File: config.mk
export PLATFORM = sky130hd
export DESIGN_NAME = range_gradient_position_step_unit_flat
export DESIGN_NICKNAME = d
export VERILOG_FILES = /design/src/sv/rgps_pkg.sv /design/src/sv/rgps_if.sv /design/src/sv/range_gradient_position_step_unit.sv /design/src/flat_wrapper.sv
export SDC_FILE = /design/constraint.sdc
export NUM_CORES = 2
export LEC_CHECK = 0
export BUFFER_PORTS_ARGS = -buffer_cell sky130_fd_sc_hd__buf_2
export CAP_MARGIN = 40
export CORE_MARGIN = 3
export CORE_UTILIZATION = 42
export CTS_BUF_LIST = sky130_fd_sc_hd__clkbuf_4 sky130_fd_sc_hd__clkbuf_8
export DETAILED_ROUTE_END_ITERATION = 10
export HOLD_SLACK_MARGIN = 0.15
export SYNTH_ARGS = -nofsm -noshare
export SYNTH_HDL_FRONTEND = slang
export SYNTH_SLANG_ARGS = --single-unit
File: constraint.sdc
create_clock -name clock -period 13.6 [get_ports clock]
set_input_delay 0.68 -clock clock [delete_from_list [all_inputs] [get_ports clock]]
set_output_delay 0.68 -clock clock [all_outputs]
set_load 0.05 [all_outputs]
File: src/sv/rgps_pkg.sv
`timescale 1ns / 1ps
`default_nettype none
// -----------------------------------------------------------------------------
// rgps_pkg
// Shared field widths and command codes for the range gradient position step.
// -----------------------------------------------------------------------------
package rgps_pkg;

   localparam int CMD_W  = 2;
   localparam int POS_W  = 32;
   localparam int DIST_W = 16;
   localparam int GRAD_W = 48;
   localparam int STEP_W = 16;
   localparam int THR_W  = 31;

   typedef logic [CMD_W-1:0] cmd_type;

   localparam cmd_type CMD_LOAD     = 2'd0;
   localparam cmd_type CMD_NEIGHBOR = 2'd1;
   localparam cmd_type CMD_FINISH   = 2'd2;

   localparam logic CSR_STEP_SIZE      = 1'b0;
   localparam logic CSR_STOP_THRESHOLD = 1'b1;

endpackage : rgps_pkg
`default_nettype wire

File: src/sv/rgps_if.sv
`timescale 1ns / 1ps
`default_nettype none
// -----------------------------------------------------------------------------
// rgps_if
// Valid/ready channels for request items and result items.
// -----------------------------------------------------------------------------
interface rgps_req_if import rgps_pkg::*; ();
   logic                     valid;
   logic                     ready;
   cmd_type                  cmd;
   logic signed [POS_W-1:0]  pos_x;
   logic signed [POS_W-1:0]  pos_y;
   logic [DIST_W-1:0]        measured_distance;

   modport source (output valid, cmd, pos_x, pos_y, measured_distance, input ready);
   modport sink   (input valid, cmd, pos_x, pos_y, measured_distance, output ready);
endinterface : rgps_req_if

interface rgps_rsp_if import rgps_pkg::*; ();
   logic                     valid;
   logic                     ready;
   logic signed [POS_W-1:0]  new_x;
   logic signed [POS_W-1:0]  new_y;
   logic                     converged;

   modport source (output valid, new_x, new_y, converged, input ready);
   modport sink   (input valid, new_x, new_y, converged, output ready);
endinterface : rgps_rsp_if
`default_nettype wire

File: src/sv/range_gradient_position_step_unit.sv
`timescale 1ns / 1ps
`default_nettype none
// -----------------------------------------------------------------------------
// range_gradient_position_step_unit
// Gradient-descent position update for range based localization, bit serial.
// -----------------------------------------------------------------------------
// Load: estimate and cleared gradient registered on the transfer. Neighbor
// term: shift-add squares, bit-serial root, shift-add product, restoring
// divide, then gradient accumulate. Finish: shift-add gain multiply, then
// result valid once the output register is free. One item at a time; ready only when idle.
// Synchronous active-high reset clears estimate, gradient, control; loads step/threshold defaults.
// -----------------------------------------------------------------------------
module range_gradient_position_step_unit
   import rgps_pkg::*;
#(
   parameter int FRAC_BITS = 16
) (
   input  wire                clock,
   input  wire                reset,
   rgps_req_if.sink           req,
   rgps_rsp_if.source         rsp,
   input  wire                csr_we,
   input  wire                csr_index,
   input  wire [THR_W-1:0]    csr_wdata
);

   localparam logic [3:0] ST_IDLE  = 4'd0;
   localparam logic [3:0] ST_SQR   = 4'd1;
   localparam logic [3:0] ST_SQSUM = 4'd2;
   localparam logic [3:0] ST_ROOT  = 4'd3;
   localparam logic [3:0] ST_DIFF  = 4'd4;
   localparam logic [3:0] ST_MUL   = 4'd5;
   localparam logic [3:0] ST_DIVI  = 4'd6;
   localparam logic [3:0] ST_DIV   = 4'd7;
   localparam logic [3:0] ST_ACC   = 4'd8;
   localparam logic [3:0] ST_FMUL  = 4'd9;
   localparam logic [3:0] ST_FUPD  = 4'd10;

   localparam logic [31:0] ONE_FIXED = 32'd1 << FRAC_BITS;
   localparam int          R_SHIFT   = FRAC_BITS - 8;

   logic [3:0]        state_ff, state_in;
   logic [5:0]        cnt_ff, cnt_in;
   logic [STEP_W-1:0] step_ff, step_in;
   logic [THR_W-1:0]  thr_ff, thr_in;
   logic [31:0]       est_ff [2], est_in [2];
   logic [47:0]       grad_ff [2], grad_in [2];
   logic [31:0]       dmag_ff [2], dmag_in [2];
   logic              dneg_ff [2], dneg_in [2];
   logic [63:0]       mul_a_ff [2], mul_a_in [2];
   logic [31:0]       mul_b_ff [2], mul_b_in [2];
   logic [63:0]       mul_p_ff [2], mul_p_in [2];
   logic [32:0]       rem_ff [2], rem_in [2];
   logic [33:0]       quo_ff [2], quo_in [2];
   logic [63:0]       rt_n_ff, rt_n_in;
   logic [63:0]       rt_res_ff, rt_res_in;
   logic [63:0]       rt_bit_ff, rt_bit_in;
   logic [31:0]       len_ff, len_in;
   logic              diffneg_ff, diffneg_in;
   logic [DIST_W-1:0] meas_ff, meas_in;
   logic              rsp_valid_ff, rsp_valid_in;
   logic [31:0]       rsp_x_ff, rsp_x_in;
   logic [31:0]       rsp_y_ff, rsp_y_in;
   logic              rsp_conv_ff, rsp_conv_in;

   logic req_xfer;
   logic out_free;

   assign req.ready     = (state_ff == ST_IDLE);
   assign req_xfer      = req.valid && req.ready;
   assign out_free      = !rsp_valid_ff || rsp.ready;
   assign rsp.valid     = rsp_valid_ff;
   assign rsp.new_x     = rsp_x_ff;
   assign rsp.new_y     = rsp_y_ff;
   assign rsp.converged = rsp_conv_ff;

   always_comb begin
      logic [31:0] pos [2];
      logic [32:0] dw [2];
      logic [31:0] ds [2];
      logic [31:0] dv [2];
      logic        dzero;
      logic [63:0] t;
      logic        ge;
      logic [31:0] r;
      logic [33:0] diff;
      logic [32:0] rsh;
      logic        tneg;
      logic [48:0] term;
      logic [48:0] gsum;
      logic [47:0] gmag;
      logic [48:0] smove;
      logic [48:0] nx49;
      logic [31:0] nx [2];
      logic [32:0] dl;
      logic [32:0] mv [2];

      state_in     = state_ff;
      cnt_in       = cnt_ff;
      step_in      = step_ff;
      thr_in       = thr_ff;
      est_in       = est_ff;
      grad_in      = grad_ff;
      dmag_in      = dmag_ff;
      dneg_in      = dneg_ff;
      mul_a_in     = mul_a_ff;
      mul_b_in     = mul_b_ff;
      mul_p_in     = mul_p_ff;
      rem_in       = rem_ff;
      quo_in       = quo_ff;
      rt_n_in      = rt_n_ff;
      rt_res_in    = rt_res_ff;
      rt_bit_in    = rt_bit_ff;
      len_in       = len_ff;
      diffneg_in   = diffneg_ff;
      meas_in      = meas_ff;
      rsp_valid_in = rsp_valid_ff && !rsp.ready;
      rsp_x_in     = rsp_x_ff;
      rsp_y_in     = rsp_y_ff;
      rsp_conv_in  = rsp_conv_ff;

      rsh   = '0;
      tneg  = 1'b0;
      term  = '0;
      gsum  = '0;
      gmag  = '0;
      smove = '0;
      nx49  = '0;
      dl    = '0;
      for (int i = 0; i < 2; i++) begin
         nx[i] = '0;
         mv[i] = '0;
      end

      pos[0] = req.pos_x;
      pos[1] = req.pos_y;
      for (int i = 0; i < 2; i++) begin
         dw[i] = {est_ff[i][31], est_ff[i]} - {pos[i][31], pos[i]};
         if (dw[i][32] != dw[i][31]) begin
            ds[i] = dw[i][32] ? 32'h8000_0000 : 32'h7FFF_FFFF;
         end else begin
            ds[i] = dw[i][31:0];
         end
      end
      dzero = (ds[0] == 32'd0) && (ds[1] == 32'd0);
      for (int i = 0; i < 2; i++) begin
         dv[i] = dzero ? ONE_FIXED : ds[i];
      end

      t  = rt_res_ff + rt_bit_ff;
      ge = (rt_n_ff >= t);

      r    = {16'd0, meas_ff} << R_SHIFT;
      diff = {2'b00, rt_res_ff[31:0]} - {2'b00, r};

      if (csr_we) begin
         case (csr_index)
            CSR_STEP_SIZE:      step_in = csr_wdata[STEP_W-1:0];
            CSR_STOP_THRESHOLD: thr_in  = csr_wdata;
            default: ;
         endcase
      end

      case (state_ff)
         ST_IDLE: begin
            if (req_xfer) begin
               case (req.cmd)
                  CMD_LOAD: begin
                     est_in[0]  = req.pos_x;
                     est_in[1]  = req.pos_y;
                     grad_in[0] = '0;
                     grad_in[1] = '0;
                  end
                  CMD_NEIGHBOR: begin
                     for (int i = 0; i < 2; i++) begin
                        dneg_in[i]  = dv[i][31];
                        dmag_in[i]  = dv[i][31] ? (32'd0 - dv[i]) : dv[i];
                        mul_a_in[i] = {32'd0, dmag_in[i]};
                        mul_b_in[i] = dmag_in[i];
                        mul_p_in[i] = '0;
                     end
                     meas_in  = req.measured_distance;
                     cnt_in   = '0;
                     state_in = ST_SQR;
                  end
                  CMD_FINISH: begin
                     for (int i = 0; i < 2; i++) begin
                        gmag        = grad_ff[i][47] ? (48'd0 - grad_ff[i]) : grad_ff[i];
                        mul_a_in[i] = {16'd0, gmag};
                        mul_b_in[i] = {16'd0, step_ff};
                        mul_p_in[i] = '0;
                     end
                     cnt_in   = '0;
                     state_in = ST_FMUL;
                  end
                  default: ;
               endcase
            end
         end
         ST_SQR, ST_MUL, ST_FMUL: begin
            // one multiplier bit per cycle
            for (int i = 0; i < 2; i++) begin
               mul_p_in[i] = mul_p_ff[i] + (mul_b_ff[i][0] ? mul_a_ff[i] : 64'd0);
               mul_a_in[i] = {mul_a_ff[i][62:0], 1'b0};
               mul_b_in[i] = {1'b0, mul_b_ff[i][31:1]};
            end
            cnt_in = cnt_ff + 6'd1;
            if (cnt_ff == 6'd31) begin
               case (state_ff)
                  ST_SQR:  state_in = ST_SQSUM;
                  ST_MUL:  state_in = ST_DIVI;
                  default: state_in = ST_FUPD;
               endcase
            end
         end
         ST_SQSUM: begin
            rt_n_in   = mul_p_ff[0] + mul_p_ff[1];
            rt_res_in = '0;
            rt_bit_in = 64'd1 << 62;
            cnt_in    = '0;
            state_in  = ST_ROOT;
         end
         ST_ROOT: begin
            // one root bit per cycle
            rt_n_in   = ge ? (rt_n_ff - t) : rt_n_ff;
            rt_res_in = ge ? ((rt_res_ff >> 1) + rt_bit_ff) : (rt_res_ff >> 1);
            rt_bit_in = rt_bit_ff >> 2;
            cnt_in    = cnt_ff + 6'd1;
            if (cnt_ff == 6'd31) begin
               state_in = ST_DIFF;
            end
         end
         ST_DIFF: begin
            len_in     = rt_res_ff[31:0];
            diffneg_in = diff[33];
            for (int i = 0; i < 2; i++) begin
               mul_a_in[i] = {30'd0, (diff[33] ? (34'd0 - diff) : diff)};
               mul_b_in[i] = dmag_ff[i];
               mul_p_in[i] = '0;
            end
            cnt_in   = '0;
            state_in = ST_MUL;
         end
         ST_DIVI: begin
            for (int i = 0; i < 2; i++) begin
               rem_in[i] = '0;
               quo_in[i] = '0;
            end
            cnt_in   = '0;
            state_in = ST_DIV;
         end
         ST_DIV: begin
            // restoring divide, numerator shifts out of the product register
            for (int i = 0; i < 2; i++) begin
               rsh = {rem_ff[i][31:0], mul_p_ff[i][63]};
               if (rsh >= {1'b0, len_ff}) begin
                  rem_in[i] = rsh - {1'b0, len_ff};
                  quo_in[i] = {quo_ff[i][32:0], 1'b1};
               end else begin
                  rem_in[i] = rsh;
                  quo_in[i] = {quo_ff[i][32:0], 1'b0};
               end
               mul_p_in[i] = {mul_p_ff[i][62:0], 1'b0};
            end
            cnt_in = cnt_ff + 6'd1;
            if (cnt_ff == 6'd63) begin
               state_in = ST_ACC;
            end
         end
         ST_ACC: begin
            for (int i = 0; i < 2; i++) begin
               tneg = dneg_ff[i] ^ diffneg_ff;
               term = tneg ? (49'd0 - {15'd0, quo_ff[i]}) : {15'd0, quo_ff[i]};
               gsum = {grad_ff[i][47], grad_ff[i]} + term;
               if (gsum[48] != gsum[47]) begin
                  grad_in[i] = gsum[48] ? {1'b1, 47'd0} : {1'b0, {47{1'b1}}};
               end else begin
                  grad_in[i] = gsum[47:0];
               end
            end
            state_in = ST_IDLE;
         end
         ST_FUPD: begin
            for (int i = 0; i < 2; i++) begin
               smove = {1'b0, mul_p_ff[i][63:16]};
               if (grad_ff[i][47]) begin
                  smove = 49'd0 - smove;
               end
               nx49 = {{17{est_ff[i][31]}}, est_ff[i]} - smove;
               if (nx49[48:31] != {18{1'b0}} && nx49[48:31] != {18{1'b1}}) begin
                  nx[i] = nx49[48] ? 32'h8000_0000 : 32'h7FFF_FFFF;
               end else begin
                  nx[i] = nx49[31:0];
               end
               dl    = {nx[i][31], nx[i]} - {est_ff[i][31], est_ff[i]};
               mv[i] = dl[32] ? (33'd0 - dl) : dl;
            end
            if (out_free) begin
               rsp_valid_in = 1'b1;
               rsp_x_in     = nx[0];
               rsp_y_in     = nx[1];
               rsp_conv_in  = (mv[0] < {2'b00, thr_ff}) && (mv[1] < {2'b00, thr_ff});
               est_in[0]    = nx[0];
               est_in[1]    = nx[1];
               grad_in[0]   = '0;
               grad_in[1]   = '0;
               state_in     = ST_IDLE;
            end
         end
         default: state_in = ST_IDLE;
      endcase
   end

   always_ff @(posedge clock) begin
      if (reset) begin
         state_ff     <= ST_IDLE;
         cnt_ff       <= '0;
         step_ff      <= STEP_W'(6554);
         thr_ff       <= THR_W'(65536);
         rsp_valid_ff <= 1'b0;
         for (int i = 0; i < 2; i++) begin
            est_ff[i]  <= '0;
            grad_ff[i] <= '0;
         end
      end else begin
         state_ff     <= state_in;
         cnt_ff       <= cnt_in;
         step_ff      <= step_in;
         thr_ff       <= thr_in;
         rsp_valid_ff <= rsp_valid_in;
         for (int i = 0; i < 2; i++) begin
            est_ff[i]  <= est_in[i];
            grad_ff[i] <= grad_in[i];
         end
      end
   end

   always_ff @(posedge clock) begin
      for (int i = 0; i < 2; i++) begin
         dmag_ff[i]  <= dmag_in[i];
         dneg_ff[i]  <= dneg_in[i];
         mul_a_ff[i] <= mul_a_in[i];
         mul_b_ff[i] <= mul_b_in[i];
         mul_p_ff[i] <= mul_p_in[i];
         rem_ff[i]   <= rem_in[i];
         quo_ff[i]   <= quo_in[i];
      end
      rt_n_ff     <= rt_n_in;
      rt_res_ff   <= rt_res_in;
      rt_bit_ff   <= rt_bit_in;
      len_ff      <= len_in;
      diffneg_ff  <= diffneg_in;
      meas_ff     <= meas_in;
      rsp_x_ff    <= rsp_x_in;
      rsp_y_ff    <= rsp_y_in;
      rsp_conv_ff <= rsp_conv_in;
   end

endmodule : range_gradient_position_step_unit
`default_nettype wire
File: src/flat_wrapper.sv
// flat-port wrapper written by rule: the top's interface ports become plain ports
module range_gradient_position_step_unit_flat import rgps_pkg::*;
#(
   parameter int FRAC_BITS = 16
)
  (clock, reset, csr_we, csr_index, csr_wdata, req_valid, req_cmd, req_pos_x, req_pos_y, req_measured_distance, req_ready, rsp_valid, rsp_new_x, rsp_new_y, rsp_converged, rsp_ready);
  rgps_req_if req_i ();
  rgps_rsp_if rsp_i ();
  input  wire clock;
  input  wire reset;
  input  wire csr_we;
  input  wire csr_index;
  input  wire [THR_W-1:0] csr_wdata;
  input wire logic [$bits(req_i.valid)-1:0] req_valid;
  input wire logic [$bits(req_i.cmd)-1:0] req_cmd;
  input wire logic [$bits(req_i.pos_x)-1:0] req_pos_x;
  input wire logic [$bits(req_i.pos_y)-1:0] req_pos_y;
  input wire logic [$bits(req_i.measured_distance)-1:0] req_measured_distance;
  output wire logic [$bits(req_i.ready)-1:0] req_ready;
  output wire logic [$bits(rsp_i.valid)-1:0] rsp_valid;
  output wire logic [$bits(rsp_i.new_x)-1:0] rsp_new_x;
  output wire logic [$bits(rsp_i.new_y)-1:0] rsp_new_y;
  output wire logic [$bits(rsp_i.converged)-1:0] rsp_converged;
  input wire logic [$bits(rsp_i.ready)-1:0] rsp_ready;
  assign req_i.valid = req_valid;
  assign req_i.cmd = req_cmd;
  assign req_i.pos_x = req_pos_x;
  assign req_i.pos_y = req_pos_y;
  assign req_i.measured_distance = req_measured_distance;
  assign req_ready = req_i.ready;
  assign rsp_valid = rsp_i.valid;
  assign rsp_new_x = rsp_i.new_x;
  assign rsp_new_y = rsp_i.new_y;
  assign rsp_converged = rsp_i.converged;
  assign rsp_i.ready = rsp_ready;
  range_gradient_position_step_unit #(.FRAC_BITS(FRAC_BITS)) u_core (.clock(clock), .reset(reset), .req(req_i), .rsp(rsp_i), .csr_we(csr_we), .csr_index(csr_index), .csr_wdata(csr_wdata));
endmodule
# --- Word-level counts from Yosys, hierarchy flattened ---
# Cells that the tools add are included.
op_classes:
  addsub: 29
  n_lt_le_gt_ge: 5
  n_eq_ne: 29
  n_mux: 72
  bitwise: 3
  reduce_logical: 37
ops:
  columns: ["operator", "count"]
  rows:
  - ["one-hot mux 64 bit (2 select lines)", 5]
  - ["2-to-1 mux 64 bit", 8]
  - ["one-hot mux 128 bit (4 select lines)", 1]
  - ["2-to-1 mux 32 bit", 15]
  - ["2-to-1 mux 128 bit", 3]
  - ["one-hot mux 128 bit (3 select lines)", 1]
  - ["2-to-1 mux 49 bit", 6]
  - ["2-to-1 mux 48 bit", 6]
  - ["2-to-1 mux 96 bit", 3]
  - ["one-hot mux 96 bit (3 select lines)", 1]
  - ["adder 64 bit", 4]
  - ["one-hot mux 128 bit (2 select lines)", 1]
  - ["one-hot mux 64 bit (3 select lines)", 1]
  - ["one-hot mux 68 bit (2 select lines)", 1]
  - ["subtractor 32 x 32 -> 33 bit", 4]
  - ["one-hot mux 65 bit (2 select lines)", 1]
  - ["2-to-1 mux 33 bit", 3]
  - ["adder 49 bit", 2]
  - ["subtractor 1 x 48 -> 49 bit, first input constant", 2]
  - ["subtractor 49 bit", 2]
  - ["subtractor 1 x 48 -> 48 bit, first input constant", 2]
  - ["subtractor 1 x 34 -> 35 bit, first input constant", 2]
  - [">= comparator 33 x 32 -> 1 bit", 2]
  - ["< comparator 33 x 31 -> 1 bit", 2]
  - ["49 further kinds", 97]
word_totals:
  reg_bits: 1042
  in_bits: 119
  elab_cells: 207

# --- Longest topological paths before layout ---
depth:
  ltp_word: 13
  mapped_depth: 61

# --- Worst setup path before layout ---
# No wires, ideal clock.
synth_timing:
  path_type: "register to register"
  startpoint: "reg u_core.mul_p_ff[83] in the netlist's numbering"
  endpoint: "reg u_core.rsp_conv_ff, in the netlist u_core.rsp.converged, data pin"
  setup_ps: 133
  arrival_time_ps: 12532
  setup_slack_ps: 935
  stages_incl_launch_ff: 59
  path_buffers: 4
  synth_period_minus_slack_ps: 12665
  path_cell_list: "edfxtp_1 or4_4 or3_4 or4_4 nor3_2 nand2_1 or4_4 or3_4 or4_4 or2_2 nand2_1 xor2_1 ha_1 clkbuf_1 a21o_1 a21o_1 a21o_1 a21oi_1 (+23 left out) o31a_1 clkbuf_1 nor2_1 xnor2_1 ha_1 o21a_1 o21a_1 o21a_1 o21ai_0 nand2b_1 a21oi_1 nor2b_1 o21ai_0 a21oi_1 o31ai_1 a21oi_1 a211oi_1 and4_1"
synth_via:
  elab_chain_cells: 13
  elab_cells_between_ends: 15
  classes_between: "add/sub: 4; order compare: 1; eq/ne: 1; mux: 6; reduce/logical: 3"
synth_lines:
  columns: ["element", "line", "text"]
  rows:
  - ["start, declared", "range_gradient_position_step_unit.sv:52", "logic [63:0] mul_p_ff [2], mul_p_in [2];"]
  - ["start signal, assigned by index", "range_gradient_position_step_unit.sv:344", "mul_p_ff[i] <= mul_p_in[i];"]
  - ["subtractor 1 x 48 -> 49 bit", "range_gradient_position_step_unit.sv:287", "smove = 49'd0 - smove;"]
  - ["2-to-1 mux 49 bit (*)", "range_gradient_position_step_unit.sv:286", "if (grad_ff[i][47]) begin"]
  - ["2-to-1 mux 49 bit (*)", "range_gradient_position_step_unit.sv:164", "case (state_ff)"]
  - ["subtractor 49 bit (*)", "range_gradient_position_step_unit.sv:289", "nx49 = {{17{est_ff[i][31]}}, est_ff[i]} - smove;"]
  - ["!= test 18 bit or nonzero test 18 bit (tied branches)", "range_gradient_position_step_unit.sv:290", "if (nx49[48:31] != {18{1'b0}} && nx49[48:31] != {18{1'b1}}) begin"]
  - ["logical AND 1 bit", "range_gradient_position_step_unit.sv:290", null]
  - ["2-to-1 mux 32 bit (*)", "range_gradient_position_step_unit.sv:290", null]
  - ["2-to-1 mux 32 bit (*)", "range_gradient_position_step_unit.sv:164", null]
  - ["subtractor 32 x 32 -> 33 bit (*)", "range_gradient_position_step_unit.sv:295", "dl = {nx[i][31], nx[i]} - {est_ff[i][31], est_ff[i]};"]
  - ["subtractor 1 x 33 -> 33 bit", "range_gradient_position_step_unit.sv:296", "mv[i] = dl[32] ? (33'd0 - dl) : dl;"]
  - ["2-to-1 mux 33 bit (*)", "range_gradient_position_step_unit.sv:296", null]
  - ["< comparator 33 x 31 -> 1 bit (*)", "range_gradient_position_step_unit.sv:302", "rsp_conv_in = (mv[0] < {2'b00, thr_ff}) && (mv[1] < {2'b00, thr_ff});"]
  - ["logical AND 1 bit (*)", "range_gradient_position_step_unit.sv:302", null]
  - ["end signal, assigned", "range_gradient_position_step_unit.sv:356", "rsp_conv_ff <= rsp_conv_in;"]
  - ["end, declared", "range_gradient_position_step_unit.sv:64", "logic rsp_conv_ff, rsp_conv_in;"]
# Mark *: on every way between the ends. The rest lies on a longest branch, timed or not. The select of a mux whose other input is x is not followed.
# A chain may end at the register's enable or synchronous reset.

# --- Worst setup path after layout ---
layout_timing:
  startpoint: "reg u_core.mul_p_ff[85] in the netlist's numbering"
  endpoint: "reg u_core.rsp_conv_ff, in the netlist u_core.rsp.converged, data pin"
# Same word-level chain as after synthesis.

==> flow_metrics.tcl <==
set metrics [dict create \
    status "completed" \
    synth_fp_nets 11840 \
    grt_max_degree 151 \
    fillers 20990 \
    peakVddDrop_mv 0.2060 \
    portBuffers 185 \
    async_flop_share_pct 0 \
    fin_crit_ns 13.09 \
    drv_slew 0 \
    worstSetupPathType "reg -> reg" \
    max_freq_ghz 0.07642 \
    grtUsageTotal_pct 28.71 \
    coreArea_um2 215300 \
    fin_area_um2 101100 \
    maxCapViolations 0 \
    clockBufferDepth 3 \
    num_vias 86220 \
    dp_cells 13660 \
    gr-total-overflow 0 \
    seqCellArea_um2 28150 \
    cellLeakagePower_nw 41.16 \
    hold_viol_final 0 \
    pin_count 186 \
    fin_skew_ns 0.07591 \
    path_clk_slew_ns 0.08 \
    worst_pin_slew_ns 0.9925 \
    die_x_um 471.9 \
    synth_edf_count 792 \
    rows 170 \
    avgSynthCellArea_um2 8.355 \
    area_growth_pct 10.91 \
    clock_latency_ns 1.00 \
    cpPeakStageDelay_ns 0.66 \
    first_pass_iters 8 \
    clock-sinks 1010 \
    synth_warnings 0 \
    hold-worst-slack_ns 0.2521 \
    cts_made_buffers 191 \
    initial_core_util_pct 42.34 \
    crit_path_start_kind "register" \
    gp_congestion 1.010 \
    grt_pass1_wl_um 498000 \
    wl_per_cell_um 23.68 \
    cts_tree "done" \
    hp-class "in -> reg" \
    crit_family "simple AND/OR/NAND/NOR gates" \
    place_ws_ns -0.2633 \
    viasPerCell 6.103 \
    multi_input_area_um2 59650 \
    synthFlopType "edfxtp_1" \
    die_h_um 471.9 \
    finalSetupViolCount 0 \
    routed_wl_um 334600 \
    route.detailed.drc 0 \
    layout_common_cells "nand2_1, a21oi_1, o21ai_0" \
    crit_fanout 33 \
    drive_gt1_share_pct 7.790 \
    worstPathRequired_ns 14.34 \
    drtAntennaViolNets 0 \
    dp_hpwl_um 261800 \
    relSlewSlack_pct 32.97 \
    netlist_instances 10910 \
    cp.arrival_ns 13.82 \
    grt_pass1_vias 80530 \
    antenna_found_initial 24 \
    place_area_um2 95860 \
    num-nets-final 12050 \
    slowest_stage "or4b_2" \
    die_area_um2 222600 \
    cts-root-buf "clkbuf_8" \
    setup_ws_ns 0.5146 \
    syn-cell-area_um2 91150 \
    cts_htree_levels 4 \
    post-route-period-util_pct 96.22 \
    ys_seq_area_share_pct 30.88 \
    final_common_cell "nand2_1" \
    drtIter0Drc 8858 \
    ys_ff_latch 1010 \
    cp-end-kind "register" \
    cp_common_cell "or4_4" \
    critical_path_buf_inv_count 2 \
    fin_cells 14130 \
    pwr_density_cell_nw_per_um2 295.2 \
    synth_cell_type_count 101 \
]
## worst min-delay path: cells and delay by family
family	cells	cell delay (ns)
buffers and inverters	2	0.26
AND/OR/NAND/NOR	3	0.22
## power by group
part / leakage (nW) / total, W / internal, W / switching (W)
clock network: 2.14 / 0.00329 / 0.00178 / 0.00151
logic: 29.8 / 0.0207 / 0.00800 / 0.0127
registers: 9.18 / 0.00580 / 0.00478 / 0.00103
total: 41.2 / 0.0298 / 0.0146 / 0.0153
## metrics by stage
stage	TNS (ns)	total power, W	utilization [%]
global route	-0.03942	0.03206	46.96
global placement	-0.1722	0.02562	44.29
CTS	0	0.02938	46.90
floorplan	0	0.02013	-
detailed placement	-0.2633	0.02589	44.54
finish	0	0.02984	46.97
## cell type report
type                       instances  area share, %
timing repair buffer             493          3.773
multi-input combinational       8940          59.00
inverter                         486          1.809
clock buffer                     265          3.243
antenna                            6        0.01485
tap                             2838          3.512
sequential                      1010          27.85
clock inverter                    90         0.7995
## logic make-up after synthesis
logic type,Yosys count,synth area share (%)
flip-flops,1010,30.88
XOR/XNOR,1054,10.14
buffers and inverters,959,3.992
multiplexers,27,0.2965
adder cells (fa/ha/maj),813,11.28
AND/OR/NAND/NOR,3493,18.66
AO/OA/AOI/OAI,3553,24.76
## worst paths after layout
path              cells past startpoint                              to                           from  slack, ns
setup / recovery                     47  u_core.rsp.converged$_DFFE_PP_  u_core.mul_p_ff[85]$_DFFE_PP_       0.51
hold / removal                        5     u_core.rsp.valid$_SDFF_PP0_                      rsp_ready       0.25
setup reg to reg                     47  u_core.rsp.converged$_DFFE_PP_  u_core.mul_p_ff[85]$_DFFE_PP_       0.51
hold reg to reg                       2   u_core.thr_ff[2]$_SDFFE_PP0P_  u_core.thr_ff[2]$_SDFFE_PP0P_       0.46
## synthesized netlist by cell type (218+ instances only)
master | instances | area share (%)
a21o_1 | 379 | 3.1
a21oi_1 | 991 | 5.4
and2_1 | 279 | 1.9
clkbuf_1 | 432 | 1.8
dfxtp_1 | 218 | 4.8
edfxtp_1 | 792 | 26
ha_1 | 796 | 11
inv_1 | 483 | 2.0
nand2_1 | 1054 | 4.3
nand3_1 | 264 | 1.4
nor2_1 | 765 | 3.2
nor3_1 | 241 | 1.3
o21ai_0 | 871 | 4.8
xnor2_1 | 555 | 5.3
xor2_1 | 498 | 4.8
## per-layer routing
layer  share of wire (%)  global-route usage [%]  vias to the layer above
met5               0.017                       0                        -
met4                 3.8                   10.37                       10
met3                 7.7                   4.457                      575
met2                  44                   44.36                     3295
met1                  45                   40.48                    41670
li1                    -                       -                    40680
## repair_timing
action                                  CTS  global route
hold buffers                            100             0
endpoints found under the setup margin    1             1
buffers inserted                          0             4
pin swaps                                 0             6
resized for setup                         3            22
endpoints found under the hold margin    90             0
## state kept, by name (all words and copies together) (netlist names), 2 cells and up
| signal | flops |
|---|---|
| u_core.mul_a_ff | 128 |
| u_core.mul_p_ff | 128 |
| u_core.grad_ff | 96 |
| u_core.quo_ff | 68 |
| u_core.dmag_ff | 64 |
| u_core.est_ff | 64 |
| u_core.mul_b_ff | 64 |
| u_core.rem_ff | 64 |
| u_core.rt_n_ff | 64 |
| u_core.rt_res_ff | 64 |
| u_core.len_ff | 32 |
| u_core.rsp.new_x | 32 |
| u_core.rsp.new_y | 32 |
| u_core.rt_bit_ff | 32 |
| u_core.thr_ff | 31 |
| u_core.meas_ff | 16 |
| u_core.step_ff | 16 |
| u_core.cnt_ff | 6 |
| u_core.state_ff | 4 |
| u_core.dneg_ff | 2 |
(Power assumes the default switching activity.)
